## config.mk

```make
export PLATFORM = sky130hd
export DESIGN_NAME = byte_lane_data_packer_core
export DESIGN_NICKNAME = d
export VERILOG_FILES = /design/src/hdl/blpk_pkg.sv /design/src/hdl/blpk_merge.sv /design/src/hdl/byte_lane_data_packer_core.sv
export SDC_FILE = /design/constraint.sdc
export NUM_CORES = 1
export LEC_CHECK = 0
export BUFFER_PORTS_ARGS = -buffer_cell sky130_fd_sc_hd__buf_2
export CAP_MARGIN = 20
export CORE_ASPECT_RATIO = 2
export CORE_MARGIN = 1
export CORE_UTILIZATION = 40
export DETAILED_ROUTE_END_ITERATION = 8
export MAX_ROUTING_LAYER = met4
export SLEW_MARGIN = 40
export SYNTH_ARGS = -nofsm -noshare
export SYNTH_HDL_FRONTEND = slang
export SYNTH_HIERARCHICAL = 1
export SYNTH_SLANG_ARGS = --single-unit
export TNS_END_PERCENT = 50
```

## constraint.sdc

```tcl
create_clock -name clk -period 8.95 [get_ports clk]
set_input_delay 0 -clock clk [delete_from_list [all_inputs] [get_ports clk]]
set_output_delay 0 -clock clk [all_outputs]
set_load 0.01 [all_outputs]
```

## src/hdl/blpk_pkg.sv

```systemverilog
// Shared types and constants for the byte lane data packer.
package blpk_pkg;

  localparam int ADDR_BITS = 16;
  localparam int OUT_ADDR_W = 16;
  localparam int DATA_W = 32;
  localparam int VB_W = 3;

  localparam logic [15:0] START_RESET = 16'd100;
  localparam logic [VB_W-1:0] BYTES_PER_WORD = 3'd4;

  localparam logic [1:0] MODE_BYTE = 2'd0;
  localparam logic [1:0] MODE_HALF = 2'd1;
  localparam logic [1:0] MODE_WORD = 2'd2;
  localparam logic [1:0] MODE_FLUSH = 2'd3;

  typedef logic [ADDR_BITS-1:0] addr_t;

  typedef struct packed {
    addr_t             address;
    logic [DATA_W-1:0] partial;
  } pack_state_t;

  typedef struct packed {
    logic                  emit;
    logic [OUT_ADDR_W-1:0] word_address;
    logic [DATA_W-1:0]     word_data;
    logic [VB_W-1:0]       valid_bytes;
  } pack_result_t;

endpackage

```

## src/hdl/blpk_merge.sv

```systemverilog
// Byte lane placement and merge of one item into the partial word.
module blpk_merge (
  input  logic [1:0]             mode,
  input  logic [31:0]            value,
  input  blpk_pkg::pack_state_t  cur,
  output blpk_pkg::pack_state_t  nxt,
  output blpk_pkg::pack_result_t res
);
  import blpk_pkg::*;

  logic [1:0]          lane;
  logic [4:0]          shamt;
  logic [2:0]          nbytes;
  logic [DATA_W-1:0]   val_m;
  logic [2*DATA_W-1:0] merged;
  logic [2:0]          fill;
  addr_t               aligned;

  always_comb begin
    lane = cur.address[1:0];
    shamt = {lane, 3'b000};
    aligned = {cur.address[ADDR_BITS-1:2], 2'b00};

    unique case (mode)
      MODE_BYTE: begin
        nbytes = 3'd1;
        val_m = {24'd0, value[7:0]};
      end
      MODE_HALF: begin
        nbytes = 3'd2;
        val_m = {16'd0, value[15:0]};
      end
      MODE_WORD: begin
        nbytes = 3'd4;
        val_m = value;
      end
      MODE_FLUSH: begin
        nbytes = 3'd0;
        val_m = '0;
      end
    endcase

    // Bytes shifted past lane 3 land in the upper half and seed the next word.
    merged = {{DATA_W{1'b0}}, cur.partial} | ({{DATA_W{1'b0}}, val_m} << shamt);
    fill = {1'b0, lane} + nbytes;

    nxt = cur;
    res.emit = 1'b0;
    res.word_address = OUT_ADDR_W'(aligned);
    res.word_data = merged[DATA_W-1:0];
    res.valid_bytes = BYTES_PER_WORD;

    if (mode == MODE_FLUSH) begin
      // A flush on an aligned address has nothing to send.
      if (lane != 2'd0) begin
        res.emit = 1'b1;
        res.word_data = cur.partial & ~({DATA_W{1'b1}} << shamt);
        res.valid_bytes = {1'b0, lane};
        nxt.partial = '0;
      end
    end else begin
      nxt.address = cur.address + addr_t'(nbytes);
      if (fill >= 3'd4) begin
        res.emit = 1'b1;
        nxt.partial = merged[2*DATA_W-1:DATA_W];
      end else begin
        nxt.partial = merged[DATA_W-1:0];
      end
    end
  end

endmodule

```

## src/hdl/byte_lane_data_packer_core.sv

```systemverilog
// Output: a result appears in the output register the cycle after its input transfer.
// Throughput: one item per cycle while the output is not stalled; the single output register takes a new result
// in the same cycle that the old one is transferred out.
// Reset: synchronous; the running address returns to 100, the partial word to zero,
// and the output register is emptied. A start_address write reloads both.
// Top level: the byte lane data packer core.
module byte_lane_data_packer_core (
  input  logic        clk,
  input  logic        rst,
  input  logic        in_valid,
  output logic        in_ready,
  input  logic [1:0]  mode,
  input  logic [31:0] value,
  output logic        out_valid,
  input  logic        out_ready,
  output logic [15:0] word_address,
  output logic [31:0] word_data,
  output logic [2:0]  valid_bytes,
  input  logic        cfg_valid,
  output logic        cfg_ready,
  input  logic [15:0] start_address
);
  import blpk_pkg::*;

  pack_state_t  state;
  pack_state_t  state_next;
  pack_result_t res;
  logic         in_fire;
  logic         cfg_fire;

  blpk_merge u_merge (
    .mode  (mode),
    .value (value),
    .cur   (state),
    .nxt   (state_next),
    .res   (res)
  );

  assign in_ready = !out_valid || out_ready;
  assign cfg_ready = 1'b1;
  assign in_fire = in_valid && in_ready;
  assign cfg_fire = cfg_valid && cfg_ready;

  always_ff @(posedge clk) begin
    if (rst) begin
      state.address <= addr_t'(START_RESET);
      state.partial <= '0;
      out_valid <= 1'b0;
    end else begin
      if (cfg_fire) begin
        state.address <= addr_t'(start_address);
        state.partial <= '0;
      end else if (in_fire) begin
        state <= state_next;
      end

      if (in_fire) begin
        out_valid <= res.emit;
      end else if (out_ready) begin
        out_valid <= 1'b0;
      end
    end
  end

  always_ff @(posedge clk) begin
    if (in_fire && res.emit) begin
      word_address <= res.word_address;
      word_data <= res.word_data;
      valid_bytes <= res.valid_bytes;
    end
  end

endmodule

```

# Yosys cells after proc, flatten, opt, wreduce, memory -nomap -nowiden

Index checks and enable logic that the tools add are counted.

Flip-flop bits (word level): 98
Bits of input ports: 55
Output and inout bits: 54
Word-level logic and storage cells: 47

Add/sub/neg operators: 2
Magnitude comparators: 1
Equal/unequal tests: 5
Shift operators: 2
Muxes and demuxes: 15
Bitwise operators: 3
Reduce and logical (&&, ||, !) cells: 12

Operators by type and width:

| operator                | count |
|---|---|
| $pmux W32 S4            | 1 |
| $mux W32                | 3 |
| $mux W48                | 2 |
| $mux W35                | 2 |
| $or A32 B64 Y64         | 1 |
| $shl A32 B5 Y64         | 1 |
| $and A32 B32 Y32        | 1 |
| $not A32 Y32            | 1 |
| $shl A32 B5 Y32 const A | 1 |
| $add A16 B3 Y16         | 1 |
| $mux W16                | 1 |
| $pmux W3 S4             | 1 |
| $reduce_and A2 Y1       | 3 |
| $reduce_bool A2 Y1      | 3 |
| $mux W1                 | 5 |
| $eq A2 B2 Y1 const B    | 2 |
| $ne A2 B2 Y1 const B    | 2 |
| $add A2 B3 Y3           | 1 |
| $ge A3 B3 Y1 const B    | 1 |
| $eq A2 B1 Y1 const B    | 1 |
| $logic_and A1 B1 Y1     | 2 |
| $logic_not A2 Y1        | 1 |
| $reduce_or A2 Y1        | 1 |
| $logic_not A1 Y1        | 1 |
| $logic_or A1 B1 Y1      | 1 |

# Depth between registers and ports, before layout

Gate-level depths: netlist of the first run.

Word-level depth: 8
Mapped depth: 13
Depth with buffers taken out: 10

# Cells and area by module

Netlist of the first run, hierarchy kept.

By module, submodules not included:

| module                     | instances | cells each | area an instance (µm²) | sequential area each (µm²) |
|---|---|---|---|---|
| byte_lane_data_packer_core | 1         | 299        | 3594.7                 | 2512.4 |
| blpk_merge                 | 1         | 355        | 2513.7                 | 0.0 |

# Least setup slack after synthesis of the first run

OpenSTA, ideal clock, no wires.

Path kind: reg-to-reg
Start: reg state[33] (netlist name)
End: reg valid_bytes[0] (enable)
Library setup time: 0.414 ns
Arrival: 3.161 ns
Required time: 8.536 ns
Setup slack: 5.374 ns
Cell stages (with the launch flop): 9
Path buffers: 2
Period minus slack after synthesis: 3.576 ns
Cells stage by stage: dfxtp_1 -> buf_4 -> inv_2 -> buf_2 -> fa_1 -> nand2b_4 -> o211ai_2 -> inv_2 -> and3_1

RTL lines:

| element                | RTL line                         | source |
|---|---|---|
| start, declared        | byte_lane_data_packer_core.sv:25 | `pack_state_t state;` |
| start signal, assigned | byte_lane_data_packer_core.sv:54 | `state <= state_next;` |
| end signal, assigned   | byte_lane_data_packer_core.sv:69 | `valid_bytes <= res.valid_bytes;` |
| end, declared          | byte_lane_data_packer_core.sv:18 | `output logic [2:0] valid_bytes,` |

==> impl_results.md, run 1 <==
* Worst Clk Skew at 0.00534 ns
* Final worst path period need at 3.88 ns
* ANT nets after route at 0
* Initial Util at 41.0%
* Grt ovf at 0
* Sw Share at 30.1%
* HP Class: primary input to register
* RSZ-0062 raised after global routing: no
* Die Y at 177 um
* Synth cell count leaders: a21oi_1 (70), o21ai_0 (58), edfxtp_1 (51)
* Setup violations, final at 0
* Max Slew Vio Count at 0
* Top area cells in the synthesized netlist: edfxtp_1 (25%), dfxtp_1 (16%), a21oi_1 (5.7%)
* Vias at 5452
* Root Driver: clkbuf_16
* Final GP Congestion at 0.925
* Crit path launch: state[33]
* Distinct cells, synth at 71
* H-tree depth at 3
* Max Fanout on Critical Path at 34
* CTS tree: yes
* Gate Count Post-Synth at 654
* Critical path's slowest cell: fa_1
* Critical Path RT at 8.96 ns
* CTS Buffer Depth at 2
* Global-route wire length before repair at 30900 um
* Share of cells above drive strength 1 at 23.4%
* Area grow syn2layout at 13.5%
* CP Depth at 9
* WL/cell at 22.4 um
* Sinks on Clock Net at 100
* WS Path Type: register to register
* CP startpoint kind: register
* Die span in x at 89.4 um
* Final Net Count at 785
* Cell Rows at 63
* Multi-input gate area at 3030 sq um
* Vias in the first global route at 5451
* Relative slew slack at 42.1%
* End of the critical path: word_data[26]
* Resized cells post-CTS at 0
* DRC at 0
* CP peak stage delay at 0.75 ns
* Final wirelength at 20700 um
* Drt pass-1 iters at 5
* Critical R2R Launch: state[33]
* Share of the synthesized area in the top cell type at 25.1%
* Maximum VDD drop at 0.0923 mV
* Final TNS setup at 0 ns
* Critical path capture point type: register
* Synthesized area at 6110 sq um
* WP data arrival at 3.88 ns
* Filler cells at 1433
* Flop pwr share at 46.6%
* Top_reg_cell synth: edfxtp_1
* Clock power frac at 32.2%
* CP cell instances: buf_4 > inv_2 > fa_1 > nand2b_4 > o211ai_2 > buf_4 > inv_2 > and3_2 > buf_4
* Reg area at 2510 sq um
* Flop-to-flop setup slack at 5.07 ns
* Clk slew on worst S/H paths at 0.07 ns
* Die area at 15800 sq um
* CTS Buf Count at 9
* Final Hold Fails at 0
* Synthesized area per cell at 9.34 sq um
* Ys async rst share at 0%
* Clock latency on the worst-skew pair at 0.35 ns
* Max Cap Violations at 0
* Buf/Inv on CP at 5
* Core ar. at 14900 sq um
* Combinational share of power at 21.2%
* Placement Setup Slack at 5.05 ns
* Post-synth EDFFs at 51
* I/O Pins at 109
* Initial antenna violation count at 0
* Largest area contributor in the netlist: edfxtp_1
* Most common cell type on the critical path: buf_4
* Port Buf Inserts at 107
* Total GRT Usage at 28.1%
* Register bit total from synthesis at 100
* Total internal power at 0.789 mW
* Most frequent cell after synthesis: a21oi_1
* DR vias/cell at 5.89
* Net Switching at 0.339 mW
* FF-to-FF path depth at 9
* Tcrit/Tclk final at 43.3%
* R2r endpoint: word_data[26]
* Final setup margin at 5.07 ns
* Max Freq at 258 MHz
* Pin count of the biggest net entering global routing at 51
* Yosys warns at 6
* Leak at 2.69 nW
* HPWL Detailed at 14700 um
* Family with the most delay on the worst path: buffers and inverters
* Slew @ Worst Pin at 0.867 ns
* Status: finished, final reports clean
* Post-synthesis sequential area ratio at 41.1%
* Initial DRC Count at 270
* PwrDens at 163 nW/um^2
* Antenna diodes at 0
[registers in the layout, summed over array words and instances, names as in the netlist]
register,count
valid_bytes,3
out_valid,1
word_data,32
state,48
word_address,16
[cells by family (layout without fill, tap and decap cells)]
logic type / count (synthesis) / count (layout) / synth area share, %
flops: 100 / 100 / 41.1
fa+ha+maj: 4 / 4 / 0.942
simple gates: 171 / 171 / 16.1
other cells: 2 / 3 / 0.123
compound gates: 243 / 243 / 27.3
xor+xnor: 14 / 14 / 2.01
mux: 17 / 17 / 2.89
buf+inv: 103 / 179 / 9.52
[worst reg2reg max path, delay by kind of cell, from the launching register on]
kind | cells | cell delay, ns
simple gates | 2 | 0.79
fa+ha+maj | 1 | 0.75
buf+inv | 5 | 1.55
compound gates | 1 | 0.09
flops | 1 | 0.32
[cell usage in the layout, fill, tap and decap left out, types with 6 or more instances in the layout]
cell and count:
a211o_1 9, a21o_1 11, a21oi_1 70, a221o_1 8, a22oi_1 6, a31o_1 6, and2_1 10, buf_2 107
buf_4 9, clkbuf_16 9, dfxtp_1 49, dlygate4sd3_1 15, edfxtp_1 51, inv_1 28, mux2i_1 15, nand2_1 27
nand3_1 43, nor2_1 32, o211a_1 6, o21a_1 8, o21ai_0 58, o311a_1 13, o31ai_1 7, or4_1 13
xor2_1 9
[power groups by stage]
| stage | clock, mW | combinational (mW) | sequential, mW |
|---|---|---|---|
| finish | 0.363 | 0.240 | 0.525 |
| floorplan | 0 | 0.154 | 0.542 |
| CTS | 0.373 | 0.240 | 0.525 |
| global placement | 0 | 0.232 | 0.534 |
| detailed placement | 0 | 0.234 | 0.535 |
| global route | 0.385 | 0.259 | 0.528 |
[layer usage]
metal / GRT usage, % / up-vias / part of all wire [%]
met5: - / - / 0
met4: 20.0 / 0 / 7.4
met3: 3.13 / 66 / 3.4
met2: 49.0 / 186 / 53
met1: 28.1 / 2651 / 36
li1: - / 2549 / -
[stage by stage]
step	total power, mW	util [%]	hold slack, ns	area [sq um]	instances
3_5_place_dp	0.769	43.7	0.266	6510	895
3_3_place_gp	0.767	43.7	0.256	6510	895
6_report	1.13	46.5	0.00500	6930	926
5_1_grt	1.17	46.5	0.0234	6930	926
2_1_floorplan	0.696	-	0.152	6110	655
4_1_cts	1.14	46.5	0.00173	6930	926
[how the worst min path moves through the flow]
| stage | startpoint | endpoint | slack (ns) | depth (start not counted) |
|---|---|---|---|---|
| 2_1_floorplan | start_address[2] | state[34] | 0.15 | 2 |
| 3_3_place_gp | start_address[6] | state[38] | 0.26 | 3 |
| 3_5_place_dp | start_address[6] | state[38] | 0.27 | 3 |
| 4_1_cts | value[7] | word_data[7] | 0.002 | 2 |
| 5_1_grt | value[7] | word_data[7] | 0.02 | 2 |
| 6_report | value[7] | word_data[7] | 0.005 | 2 |
[area by class of cell]
| type | count | share of cell area, % |
|---|---|---|
| multi-input combinational | 452 | 43.7 |
| sequential | 100 | 36.3 |
| timing repair buffer | 131 | 10.9 |
| tap | 195 | 3.52 |
| clock buffer | 10 | 3.30 |
| inverter | 32 | 1.77 |
| clock inverter | 6 | 0.578 |
[timing repair]
action	CTS	global route
hold buffers	15	0
setup buffers	0	0
endpoints found under the hold margin	15	0
No activity file was read; power rests on OpenSTA's default activity.
==> run 2, diff against run 1 <==
==> constraint.sdc (replaced) <==
create_clock -name clk -period 3.8 [get_ports clk]
set_input_delay 0 -clock clk [delete_from_list [all_inputs] [get_ports clk]]
set_output_delay 0 -clock clk [all_outputs]
set_load 0.01 [all_outputs]
==> run 2 against run 1 <==
Compared with the run above:
- clock skew decreased by 0.0016 ns
- die area did not move
- first-iteration DRC count grew 41%
- sequential share of layout area fell by 0.29 points
- critical path type unchanged
- critical endpoint is now state[42]
- largest cell class unchanged
==> impl_results.md, run 2 (same netlist as run 1, synthesis figures left out) <==
* Max Fanout on Critical Path at 15
* Filler cells at 1426
* Max reg flops at 48
* Slew @ Worst Pin at 0.831 ns
* Final TNS setup at 0 ns
* Initial antenna violation count at 0
* WP data arrival at 2.96 ns
* Vias in the first global route at 5367
* Maximum VDD drop at 0.232 mV
* Die Y at 177 um
* HP Class: primary input to register
* H-tree depth at 3
* ANT nets after route at 0
* Max Cap Violations at 0
* Top Usage Layer GRT: met2
* Final GP Congestion at 0.950
* Non-Filler Instances at 927
* Resized cells post-CTS at 0
* Pin count of the biggest net entering global routing at 50
* Max Slew Vio Count at 0
* CP startpoint kind: register
* Critical Path RT at 4.04 ns
* Hold-fix buffers, CTS at 13
* Top reg by flops: state
* WL/cell at 22.1 um
* DRC at 0
* Worst Hold Margin at 0.00520 ns
* Area grow syn2layout at 14.4%
* Cell Rows at 63
* Relative slew slack at 44.6%
* HPWL Detailed at 14800 um
* Initial DRC Count at 381
* FF-to-FF path depth at 9
* Pwr Total at 2.80 mW
* Die span in x at 89.4 um
* Tcrit/Tclk final at 71.7%
* Worst Clk Skew at 0.00373 ns
* Sinks on Clock Net at 100
* Core ar. at 14900 sq um
* RSZ-0062 raised after global routing: no
* Clk slew on worst S/H paths at 0.07 ns
* Leak at 2.72 nW
* Critical path capture point type: register
* Share of cells above drive strength 1 at 23.6%
* M1 GR Usage at 27.3%
* Root Driver: clkbuf_16
* Most frequent cells in the layout: buf_2 (107), a21oi_1 (70), o21ai_0 (58)
* WS Path Type: register to register
* Final worst path period need at 2.72 ns
* Status: finished, final reports clean
* Final Net Count at 786
* Die area at 15800 sq um
* PwrDens at 400 nW/um^2
* Antenna diodes at 0
* Final wirelength at 20500 um
* Top Registers: state (48), word_data (32), word_address (16)
* Port Buf Inserts at 107
* Setup violations, final at 0
* Drt pass-1 iters at 5
* Commonest non-fill, non-tap cell in the layout: buf_2
* Final Hold Fails at 0
* Setup Fix Bufs, Post-CTS at 0
* DR vias/cell at 5.96
* CTS Buf Count at 9
* CTS Buffer Depth at 2
* Initial Util at 41.0%
* Max Freq at 367 MHz
* Met2 usage at 48.3%
* CTS tree: yes
* Grt ovf at 0
* Cell count after placement at 898
* Clock latency on the worst-skew pair at 0.35 ns
* Total GRT Usage at 27.4%
* I/O Pins at 109
* Global-route wire length before repair at 30400 um
* Hold Path Depth at 4
* GR Util met3 at 3.64%
* Vias at 5524
run 2: cell count changes in the layout (fill, tap and decap cells not counted), sizes merged:
cell	delta
buf	+3
clkinv	-3
bufinv	+2
clkbuf	+2
dlygate4sd3	-2
inv	-1
run 2: worst max-delay path: stages, from the launching register on:
cell and delay (ns):
dfxtp_1 0.36, inv_2 0.17, fa_1 0.52, buf_4 0.22
nor2b_1 0.17, o211a_1 0.26, nand4_1 0.14, xnor2_1 0.14
or4_1 0.49, o311a_1 0.13
run 2: power by group:
part | total (mW) | switching (mW) | internal, mW
Clock | 0.991 | 0.397 | 0.595
Combinational | 0.568 | 0.358 | 0.210
Sequential | 1.24 | 0.0326 | 1.20
Total | 2.80 | 0.788 | 2.01
run 2: layer usage:
layer,wire [um],part of all wire (%)
met4,1160,5.7
met5,0,0
met1,7460,36
met3,847,4.1
met2,11000,54
run 2: through the flow:
stage / worst slack (ns) / instance area, sq um / utilization (%)
final: 1.08 / 6990 / 46.9
after global routing: 0.969 / 6990 / 46.9
after CTS: 0.906 / 6980 / 46.9
after detailed placement: 0.859 / 6530 / 43.9
after global placement: 0.941 / 6530 / 43.8
after floorplan: 0.224 / 6110 / -
run 2: area by class of cell:
| cell class | count | area, sq um | share of cell area, % |
|---|---|---|---|
| Inverter | 32 | 123 | 1.76 |
| Clock buffer | 12 | 246 | 3.53 |
| Clock inverter | 4 | 72.6 | 1.04 |
| Sequential cell | 100 | 2510 | 36.0 |
| Timing Repair Buffer | 132 | 756 | 10.8 |
| Tap cell | 195 | 244 | 3.49 |
| Multi-Input combinational cell | 452 | 3030 | 43.4 |
run 2: final timing paths:
| check | from | end | slack, ns |
|---|---|---|---|
| setup reg to reg | state[33] | state[42] | 1.08 |
| hold / removal | start_address[14] | state[46] | 0.005 |
| hold reg to reg | state[26] | state[26] | 0.48 |
| setup / recovery | state[33] | state[42] | 1.08 |
==> run 3, diff against run 2 <==
==> constraint.sdc (replaced) <==
create_clock -name clk -period 2.4 [get_ports clk]
set_input_delay 0 -clock clk [delete_from_list [all_inputs] [get_ports clk]]
set_output_delay 0 -clock clk [all_outputs]
set_load 0.01 [all_outputs]
==> run 3 against run 2 <==
Compared with the run above:
- die area unchanged
- combinational power grew 69%
- non-clock buffer count increased by 28
- sequential power is 58% higher
- largest power group unchanged
- highest routed layer unchanged
==> impl_results.md, run 3 (same netlist as run 1, synthesis figures left out) <==
* Die span in x at 89.4 um
* CTS Buffer Depth at 2
* Initial DRC Count at 383
* Most frequent cells in the layout: buf_2 (107), a21oi_1 (70), o21ai_0 (58)
* Filler cells at 1455
* Top reg by flops: state
* Routed met1 length at 7530 um
* Cell Rows at 63
* Global-route wire length before repair at 31300 um
* PwrDens at 607 nW/um^2
* I/O Pins at 109
* Initial antenna violation count at 0
* Setup violations, final at 0
* CP startpoint kind: register
* WL/cell at 22.0 um
* Core ar. at 14900 sq um
* Critical Path RT at 2.64 ns
* Final wirelength at 21000 um
* Highest metal used: met4
* Grt ovf at 0
* Family with the most delay on the worst path: simple AND/OR/NAND/NOR gates
* Worst Clk Skew at 0.00954 ns
* Non-Filler Instances at 955
* Pin count of the biggest net entering global routing at 50
* Area grow syn2layout at 18.4%
* Max reg flops at 48
* Vias at 5623
* Status: finished, final reports clean
* CP peak stage delay at 0.51 ns
* Top Registers: state (48), word_data (32), word_address (16)
* Critical path capture point type: register
* CP cell instances: ha_2 > inv_1 > fa_2 > nor2b_2 > o211a_1 > nand4_1 > xnor2_1 > or4_1 > o311a_1
* Max Slew Vio Count at 0
* WS Path Type: register to register
* Commonest non-fill, non-tap cell in the layout: buf_2
* Port Buf Inserts at 107
* Vias in the first global route at 5593
* Final GP Congestion at 0.957
* Met2 WL at 11100 um
* Share of cells above drive strength 1 at 27.2%
* Root Driver: clkbuf_16
* Max Cap Violations at 0
* Final Hold Fails at 0
* Final Net Count at 814
* CTS Buf Count at 9
* Clock latency on the worst-skew pair at 0.35 ns
* Tcrit/Tclk final at 97.2%
* DR vias/cell at 5.89
* Initial Util at 41.0%
* WP data arrival at 2.58 ns
* Critical path's slowest cell: or4_1
* Final Cell Area at 7230 sq um
* Sinks on Clock Net at 100
* CTS tree: yes
* Drt pass-1 iters at 5
* Slew @ Worst Pin at 0.849 ns
* Relative slew slack at 43.4%
* DRC at 0
* HP Class: primary input to register
* Buf/Inv on CP at 1
* Total GRT Usage at 28.2%
* Max Freq at 429 MHz
* Leak at 2.86 nW
* HPWL Detailed at 15300 um
* ANT nets after route at 0
* Die area at 15800 sq um
* Die Y at 177 um
* Max Fanout on Critical Path at 3
* Clk slew on worst S/H paths at 0.07 ns
* Placed Area at 6780 sq um
* Maximum VDD drop at 0.343 mV
* Cell count after placement at 925
* H-tree depth at 3
* Wire length on met3 at 923 um
* Antenna diodes at 0
* Final worst path period need at 2.33 ns
[run 3: stage by stage]
step                util [%]  TNS (ns)  hold WS (ns)  setup WS, ns  total power [mW]
CTS                     48.4         0       0.00419        0.0191              4.41
detailed placement      45.5         0         0.265        0.0235              2.93
finish                  48.5         0       0.00579        0.0670              4.39
global placement        45.5         0         0.261         0.100              2.92
floorplan                  -   -0.0605         0.152       -0.0605              2.60
global route            48.5  -0.00814        0.0234      -0.00814              4.56
[run 3: cell type report]
cell class	instances	area [sq um]	area share, %
sequential	100	2510	34.8
timing repair buffer	160	993	13.7
inverter	32	130	1.80
clock inverter	4	48.8	0.675
multi-input combinational	452	3050	42.2
clock buffer	12	246	3.41
tap	195	244	3.37
[run 3: worst paths after layout]
check	to	cells past startpoint	startpoint	slack, ns
min reg2reg	state[25]	2	state[25]	0.48
min	state[40]	4	start_address[8]	0.006
max	state[42]	9	state[32]	0.07
max reg2reg	state[42]	9	state[32]	0.07
[run 3: repair_timing]
item                                    4_1_cts  5_1_grt
setup buffers                                 0        0
resized for setup                             0        8
hold buffers                                 14        0
endpoints found under the setup margin        0       14
endpoints found under the hold margin        14        0
[run 3: where the power goes]
| part | switching (mW) | internal (mW) |
|---|---|---|
| clock network | 0.634 | 0.836 |
| registers | 0.0536 | 1.91 |
| logic | 0.584 | 0.376 |
| total | 1.27 | 3.12 |
[run 3: metal layers]
| metal | global-route usage (%) | up-vias |
|---|---|---|
| li1 | - | 2617 |
| met1 | 28.4 | 2708 |
| met2 | 49.1 | 233 |
| met3 | 3.73 | 65 |
| met4 | 19.0 | 0 |
| met5 | - | - |
[run 3: tightest hold or removal path: cells and delay by family]
family,cells,cell delay (ns)
AOI/OAI and AO/OA,2,0.17
buffers and inverters,2,0.14
